==> config.mk <==
export PLATFORM = sky130hd
export DESIGN_NAME = bpa_ctrl
export DESIGN_NICKNAME = d
export VERILOG_FILES = /design/src/rtl/core/bpa_pkg.sv /design/src/rtl/core/bpa_ctrl.sv
export SDC_FILE = /design/constraint.sdc
export NUM_CORES = 1
export LEC_CHECK = 0
export BUFFER_PORTS_ARGS = -buffer_cell sky130_fd_sc_hd__buf_2
export CELL_PAD_IN_SITES_DETAIL_PLACEMENT = 1
export CELL_PAD_IN_SITES_GLOBAL_PLACEMENT = 1
export CORE_AREA = 3 3 60 62
export DETAILED_ROUTE_END_ITERATION = 6
export DIE_AREA = 0 0 63 65
export GPL_TIMING_DRIVEN = 1
export PLACE_DENSITY = 0.91
export SLEW_MARGIN = 30
export SYNTH_ARGS = -nofsm -noshare
export SYNTH_HDL_FRONTEND = slang
export SYNTH_SLANG_ARGS = --single-unit
==> constraint.sdc <==
create_clock -name clk -period 3.6 [get_ports clk]
set_clock_uncertainty 0.2 [all_clocks]
set_input_delay 0.72 -clock clk [delete_from_list [all_inputs] [get_ports clk]]
set_output_delay 0.72 -clock clk [all_outputs]
set_load 0.02 [all_outputs]
==> src/rtl/core/bpa_pkg.sv <==
package bpa_pkg;

	localparam int MinOrder  = 12;
	localparam int MaxOrder  = 20;
	localparam int PageCount = 1024;
	localparam int PageW     = 10;
	localparam int LinkW     = 11;
	localparam int OrdW      = 6;
	localparam int ListDepth = 21;
	localparam int ListW     = 5;
	localparam int ReqW      = 32;
	localparam int OffW      = 22;
	localparam int BlkW      = 21;
	localparam int CfgW      = 11;

	localparam logic [LinkW-1:0] NilPage        = LinkW'(PageCount);
	localparam logic [CfgW-1:0]  HeapPagesReset = CfgW'(1024);
	localparam logic [OrdW-1:0]  MinOrd         = OrdW'(MinOrder);
	localparam logic [OrdW-1:0]  MaxOrd         = OrdW'(MaxOrder);

	typedef enum logic [1:0] {
		OP_ALLOC   = 2'd0,
		OP_FREE    = 2'd1,
		OP_REBUILD = 2'd2,
		OP_NONE    = 2'd3
	} op_t;

	typedef enum logic [2:0] {
		ST_OK        = 3'd0,
		ST_ZERO_SIZE = 3'd1,
		ST_TOO_LARGE = 3'd2,
		ST_NO_BLOCK  = 3'd3,
		ST_OUTSIDE   = 3'd4
	} status_t;

	typedef enum logic [4:0] {
		DP_NOP, DP_ALLOC_INIT, DP_FREE_INIT, DP_RB_INIT, DP_SCAN_STEP, DP_RB_TOP,
		DP_CLEAR, DP_CARVE_START, DP_CARVE_FIT, DP_CARVE_SHRINK, DP_PUSH_A, DP_PUSH_B,
		DP_PUSH_B_ADV, DP_SEARCH_INIT, DP_CUR_INC, DP_CUR_DEC, DP_TAKE, DP_UNLINK,
		DP_ALLOC_FIN, DP_FREE_ORD, DP_BUDDY, DP_MERGE
	} dp_op_t;

	// which page a push or unlink works on
	typedef enum logic [1:0] {TS_PG, TS_SPLIT, TS_BUDDY} tgt_sel_t;
	typedef enum logic [1:0] {RA_PAGE, RA_HEAD, RA_BUDDY} ra_sel_t;
	typedef enum logic [2:0] {RO_ZERO, RO_ORD, RO_CUR, RO_ATTR, RO_TOP} ro_sel_t;

	typedef struct packed {
		logic            free;
		logic [OrdW-1:0] ord;
	} attr_t;

	typedef struct packed {
		dp_op_t   op;
		tgt_sel_t tsel;
		ra_sel_t  ra;
		logic     res_we;
		status_t  res_status;
		ro_sel_t  res_ord;
		logic     res_off;
		logic     out_load;
	} dp_cmd_t;

	typedef struct packed {
		logic zero_req;
		logic blk_lt;
		logic ord_le_top;
		logic ord_lt_max;
		logic pg_lt_n;
		logic shrink;
		logic head_nil;
		logic cur_le_top;
		logic cur_gt_ord;
		logic cur_lt_top;
		logic pg_ge_built;
		logic attr_free;
		logic buddy_out;
		logic buddy_match;
	} dp_stat_t;

	typedef enum logic [4:0] {
		S_BOOT, S_IDLE, S_A_SCAN, S_A_SEARCH, S_A_UNLINK, S_A_SPLIT, S_A_PUSHA, S_A_PUSHB,
		S_F_CHK, S_F_ATTR, S_F_LOOP, S_F_BCHK, S_F_MERGE, S_F_PUSHB,
		S_R_TOP, S_R_CLEAR, S_R_CARVE, S_R_SHRINK, S_R_PUSHB, S_DONE
	} state_t;

endpackage

==> src/rtl/core/bpa_ctrl.sv <==
module bpa_ctrl (
	input  logic              clk,
	input  logic              arst_n,
	input  logic              in_valid,
	output logic              in_ready,
	input  logic [1:0]        op,
	output logic              out_valid,
	input  logic              out_ready,
	input  bpa_pkg::dp_stat_t stat,
	output bpa_pkg::dp_cmd_t  cmd
);
	import bpa_pkg::*;

	state_t state_q, state_d;
	logic   boot_q;
	logic   out_valid_q;

	always_ff @(posedge clk or negedge arst_n) begin
		if (!arst_n) begin
			state_q     <= S_BOOT;
			boot_q      <= 1'b1;
			out_valid_q <= 1'b0;
		end else begin
			state_q <= state_d;
			if (state_q == S_R_CARVE && !stat.pg_lt_n)
				boot_q <= 1'b0;
			if (cmd.out_load)
				out_valid_q <= 1'b1;
			else if (out_ready)
				out_valid_q <= 1'b0;
		end
	end

	always_comb begin
		state_d = state_q;
		unique case (state_q)
			S_BOOT: state_d = S_R_TOP;
			S_IDLE: begin
				if (in_valid) begin
					unique case (op_t'(op))
						OP_ALLOC:   state_d = S_A_SCAN;
						OP_FREE:    state_d = S_F_CHK;
						OP_REBUILD: state_d = S_R_TOP;
						default:    state_d = S_DONE;
					endcase
				end
			end
			S_A_SCAN: begin
				if (stat.zero_req)
					state_d = S_DONE;
				else if (stat.blk_lt && stat.ord_le_top)
					state_d = S_A_SCAN;
				else if (!stat.ord_le_top)
					state_d = S_DONE;
				else
					state_d = S_A_SEARCH;
			end
			S_A_SEARCH: begin
				if (!stat.cur_le_top)
					state_d = S_DONE;
				else if (!stat.head_nil)
					state_d = S_A_UNLINK;
			end
			S_A_UNLINK: state_d = S_A_SPLIT;
			S_A_SPLIT:  state_d = stat.cur_gt_ord ? S_A_PUSHA : S_DONE;
			S_A_PUSHA:  state_d = S_A_PUSHB;
			S_A_PUSHB:  state_d = S_A_SPLIT;
			S_F_CHK:    state_d = stat.pg_ge_built ? S_DONE : S_F_ATTR;
			S_F_ATTR:   state_d = stat.attr_free ? S_DONE : S_F_LOOP;
			S_F_LOOP:   state_d = (stat.cur_lt_top && !stat.buddy_out) ? S_F_BCHK : S_F_PUSHB;
			S_F_BCHK:   state_d = stat.buddy_match ? S_F_MERGE : S_F_PUSHB;
			S_F_MERGE:  state_d = S_F_LOOP;
			S_F_PUSHB:  state_d = S_DONE;
			S_R_TOP:    state_d = (stat.blk_lt && stat.ord_lt_max) ? S_R_TOP : S_R_CLEAR;
			S_R_CLEAR:  state_d = stat.pg_lt_n ? S_R_CLEAR : S_R_CARVE;
			S_R_CARVE: begin
				if (stat.pg_lt_n)
					state_d = S_R_SHRINK;
				else
					state_d = boot_q ? S_IDLE : S_DONE;
			end
			S_R_SHRINK: state_d = stat.shrink ? S_R_SHRINK : S_R_PUSHB;
			S_R_PUSHB:  state_d = S_R_CARVE;
			S_DONE:     state_d = (!out_valid_q || out_ready) ? S_IDLE : S_DONE;
			default:    state_d = S_IDLE;
		endcase
	end

	always_comb begin
		cmd           = '0;
		cmd.op        = DP_NOP;
		cmd.tsel      = TS_PG;
		cmd.ra        = RA_PAGE;
		cmd.res_status = ST_OK;
		cmd.res_ord   = RO_ZERO;
		in_ready      = (state_q == S_IDLE);
		out_valid     = out_valid_q;
		unique case (state_q)
			S_BOOT: cmd.op = DP_RB_INIT;
			S_IDLE: begin
				if (in_valid) begin
					unique case (op_t'(op))
						OP_ALLOC:   cmd.op = DP_ALLOC_INIT;
						OP_FREE:    cmd.op = DP_FREE_INIT;
						OP_REBUILD: cmd.op = DP_RB_INIT;
						default:    cmd.res_we = 1'b1;
					endcase
				end
			end
			S_A_SCAN: begin
				if (stat.zero_req) begin
					cmd.res_we     = 1'b1;
					cmd.res_status = ST_ZERO_SIZE;
				end else if (stat.blk_lt && stat.ord_le_top) begin
					cmd.op = DP_SCAN_STEP;
				end else if (!stat.ord_le_top) begin
					cmd.res_we     = 1'b1;
					cmd.res_status = ST_TOO_LARGE;
				end else begin
					cmd.op = DP_SEARCH_INIT;
				end
			end
			S_A_SEARCH: begin
				cmd.ra = RA_HEAD;
				if (!stat.cur_le_top) begin
					cmd.res_we     = 1'b1;
					cmd.res_status = ST_NO_BLOCK;
				end else if (stat.head_nil) begin
					cmd.op = DP_CUR_INC;
				end else begin
					cmd.op = DP_TAKE;
				end
			end
			S_A_UNLINK: cmd.op = DP_UNLINK;
			S_A_SPLIT: begin
				if (stat.cur_gt_ord) begin
					cmd.op = DP_CUR_DEC;
				end else begin
					cmd.op      = DP_ALLOC_FIN;
					cmd.res_we  = 1'b1;
					cmd.res_ord = RO_ORD;
					cmd.res_off = 1'b1;
				end
			end
			S_A_PUSHA: begin
				cmd.op   = DP_PUSH_A;
				cmd.tsel = TS_SPLIT;
			end
			S_A_PUSHB: cmd.op = DP_PUSH_B;
			S_F_CHK: begin
				if (stat.pg_ge_built) begin
					cmd.res_we     = 1'b1;
					cmd.res_status = ST_OUTSIDE;
				end
			end
			S_F_ATTR: begin
				if (stat.attr_free) begin
					cmd.res_we  = 1'b1;
					cmd.res_ord = RO_ATTR;
				end else begin
					cmd.op = DP_FREE_ORD;
				end
			end
			S_F_LOOP: begin
				if (stat.cur_lt_top && !stat.buddy_out) begin
					cmd.op = DP_BUDDY;
					cmd.ra = RA_BUDDY;
				end else begin
					cmd.op = DP_PUSH_A;
				end
			end
			S_F_BCHK: begin
				if (stat.buddy_match) begin
					cmd.op   = DP_UNLINK;
					cmd.tsel = TS_BUDDY;
				end else begin
					cmd.op = DP_PUSH_A;
				end
			end
			S_F_MERGE: cmd.op = DP_MERGE;
			S_F_PUSHB: begin
				cmd.op      = DP_PUSH_B;
				cmd.res_we  = 1'b1;
				cmd.res_ord = RO_CUR;
			end
			S_R_TOP: cmd.op = (stat.blk_lt && stat.ord_lt_max) ? DP_SCAN_STEP : DP_RB_TOP;
			S_R_CLEAR: cmd.op = stat.pg_lt_n ? DP_CLEAR : DP_CARVE_START;
			S_R_CARVE: begin
				if (stat.pg_lt_n) begin
					cmd.op = DP_CARVE_FIT;
				end else if (!boot_q) begin
					cmd.res_we  = 1'b1;
					cmd.res_ord = RO_TOP;
				end
			end
			S_R_SHRINK: cmd.op = stat.shrink ? DP_CARVE_SHRINK : DP_PUSH_A;
			S_R_PUSHB:  cmd.op = DP_PUSH_B_ADV;
			S_DONE:     cmd.out_load = !out_valid_q || out_ready;
			default:    cmd.op = DP_NOP;
		endcase
	end

endmodule

==> summary.txt <==
Diodes inserted: 0
placed cell count: 250
multi-input logic area: 886 um2
Worst-path clk slew: 0.05 ns
Lkg Pwr: 0.000648 uW
fmax: 296 MHz
GRT Util Overall: 23.1%
fill count: 451
I/O pin count: 40
Power Dens Cells: 841 nW/um2
layout cell share with drive strength beyond 1: 26.2%
number of stages on the worst setup path: 6
clk sinks: 7
vias: 1521
depth of the CTS H-tree: 1
synthesized cell area: 1150 um2
CP Launch Type: register
DR pass1 iterations: 4
final WL: 4.49 mm
core area: 3080 um2
Setup TNS Final: 0 ns
Post-DP HPWL: 3.58 mm
RSZ-0062 raised after global routing: false
Rel. slew slack: 58.0%
ranking of synthesized cells by area: dfrtp_1, a21oi_1, nand2_1, nor2_1, ha_1
EDFF count, synth: 0
Buffers on Ports: 39
worst stage delay on the critical path: 0.61 ns
Hold WC Path Type: input pin to asynchronous set/reset pin
Main synth FF type: dfrtp_1
Setup CP Type: register to output port
Initial Util: 37.3%
DRT antenna net count: 0
chip height: 65 um
row count: 20
crit path cell chain: nor2_1 > nand3b_1 > or3b_2 > and3_1 > nand4_1 > buf_2
GP Congestion: 0.925
Post-CTS Setup Bufs: 0
Die Span X: 63 um
critical path's top delay family: simple AND/OR/NAND/NOR gates
CP max-delay cell: dfrtp_1
largest net degree at the start of global routing: 22
Worst EP arrival: 2.46 ns
WP data required: 2.68 ns
Max-Cap Viols: 0
Synth top area share: 13.1%
VDD IR max: 449 uV
TritonCTS clock tree: yes
final cell count without fillers: 254
die area: 4100 um2
Post-Place Worst Slack: 0.564 ns
Synth async-reset ratio: 100%
Yosys cell types: 48
gate count of the mapped netlist: 173
number of global-route vias before repair: 1550
post-route minimum period: 3.38 ns
worst skew pair latency: 0.26 ns
outcome: completed
DRC: 0
Syn-to-layout area delta: 22.4%
Avg WL per Cell: 17.7 um
Buf/Inv on CP: 1
Mapped Nets: 197
final hold violation count: 0
fin crit share: 93.9%
Clock Tree Buf Depth: 2
register area: 176 um2
worst-path maximum fanout: 20
hold buffers post-CTS: 0
post_cts resized: 0
DRT iter0 DRCs: 164
register area share after synthesis: 15.4%
Num CTS Buffers: 3
Slew Viols, Final: 0
gr ovfl total: 0
Syn Area/Cell: 6.63 um2
Syn. warnings: 0
worst-case reg-to-reg path depth: 5
Yosys reg bits: 7
Vias per Instance: 5.99
layout net count: 235
Setup-failing EPs final: 0
initial antenna violation count: 0
Least-Margin Pin Slew: 0.630 ns
final worst-path setup slack: 0.218 ns
first-pass GRT wire length: 7.62 mm
Root Driver: clkbuf_4
synth cell count leaders: nand2_1, nor2_1, a21oi_1
area leader, netlist: dfrtp_1
crit end category: output port
==> routing by layer <==
layer | global-route usage [%] | share of wire [%]
met1 | 28.7 | 42
met2 | 40.2 | 49
met3 | 3.81 | 6.9
met4 | 8.26 | 2.0
met5 | 0 | 0
==> area by class of cell <==
| class | count | share of cell area (%) |
|---|---|---|
| Inverter | 7 | 1.87 |
| Clock inverter | 1 | 0.357 |
| Timing Repair Buffer | 44 | 16.6 |
| Sequential cell | 7 | 12.6 |
| Tap cell | 44 | 3.92 |
| Multi-Input combinational cell | 148 | 63.1 |
| Clock buffer | 3 | 1.60 |
==> power breakdown <==
| part | internal (uW) | switching [uW] | leakage [uW] |
|---|---|---|---|
| sequential | 108 | 92.3 | 0.0000866 |
| combinational | 340 | 567 | 0.000544 |
| clock | 40.8 | 32.7 | 0.0000177 |
| total | 489 | 692 | 0.000648 |
==> state kept, by name, indices dropped and copies added, names as in the netlist <==
register   count
state_q        5
out_valid      1
boot_q         1
==> per-stage QoR <==
stage                     hold WS [ns]  power (uW)  area (um2)  util (%)
after floorplan                  0.224         827        1150         -
after global placement           0.302        1060        1380      44.7
after detailed placement         0.302        1090        1380      44.7
after CTS                       0.0752        1170        1400      45.6
after global routing            0.0760        1280        1400      45.6
final                           0.0804        1180        1400      45.6
==> cell usage in the layout (no fill, tap or decap), types with 3 or more instances in the layout <==
| cell type | netlist | layout |
|---|---|---|
| buf_2 | 2 | 39 |
| nand2_1 | 19 | 19 |
| nor2_1 | 19 | 19 |
| a21oi_1 | 16 | 16 |
| o21ai_0 | 9 | 9 |
| inv_1 | 7 | 7 |
| nor2b_1 | 6 | 6 |
| nand3_1 | 6 | 6 |
| nor3_1 | 6 | 6 |
| dfrtp_1 | 6 | 6 |
| nand2b_1 | 5 | 5 |
| buf_4 | 0 | 5 |
| nor3b_1 | 4 | 4 |
| and2_1 | 4 | 4 |
| nand3b_1 | 4 | 4 |
| o22ai_1 | 4 | 4 |
| a31oi_1 | 4 | 4 |
| ha_1 | 4 | 4 |
| a32oi_1 | 3 | 3 |
| clkbuf_4 | 0 | 3 |
==> logic make-up (layout without fill, tap and decap cells) <==
family | count (synthesis) | in the layout | share of synthesized area [%]
compound gates | 53 | 53 | 29.9
xor+xnor | 1 | 1 | 0.763
fa+ha+maj | 4 | 4 | 4.36
buf+inv | 18 | 55 | 7.42
flops | 7 | 7 | 15.4
mux | 1 | 1 | 0.872
simple gates | 89 | 89 | 41.3
==> final timing paths <==
kind,to,startpoint,slack (ns)
worst min register to register,boot_q,boot_q,0.30
worst max register to register,state_q[0],state_q[3],0.87
worst max-delay path,cmd[13],state_q[2],0.22
min in group clk,boot_q,boot_q,0.30
worst min-delay path,out_valid,arst_n,0.08
max in group asynchronous,boot_q,arst_n,2.89
No activity file was read; power rests on OpenSTA's default activity.
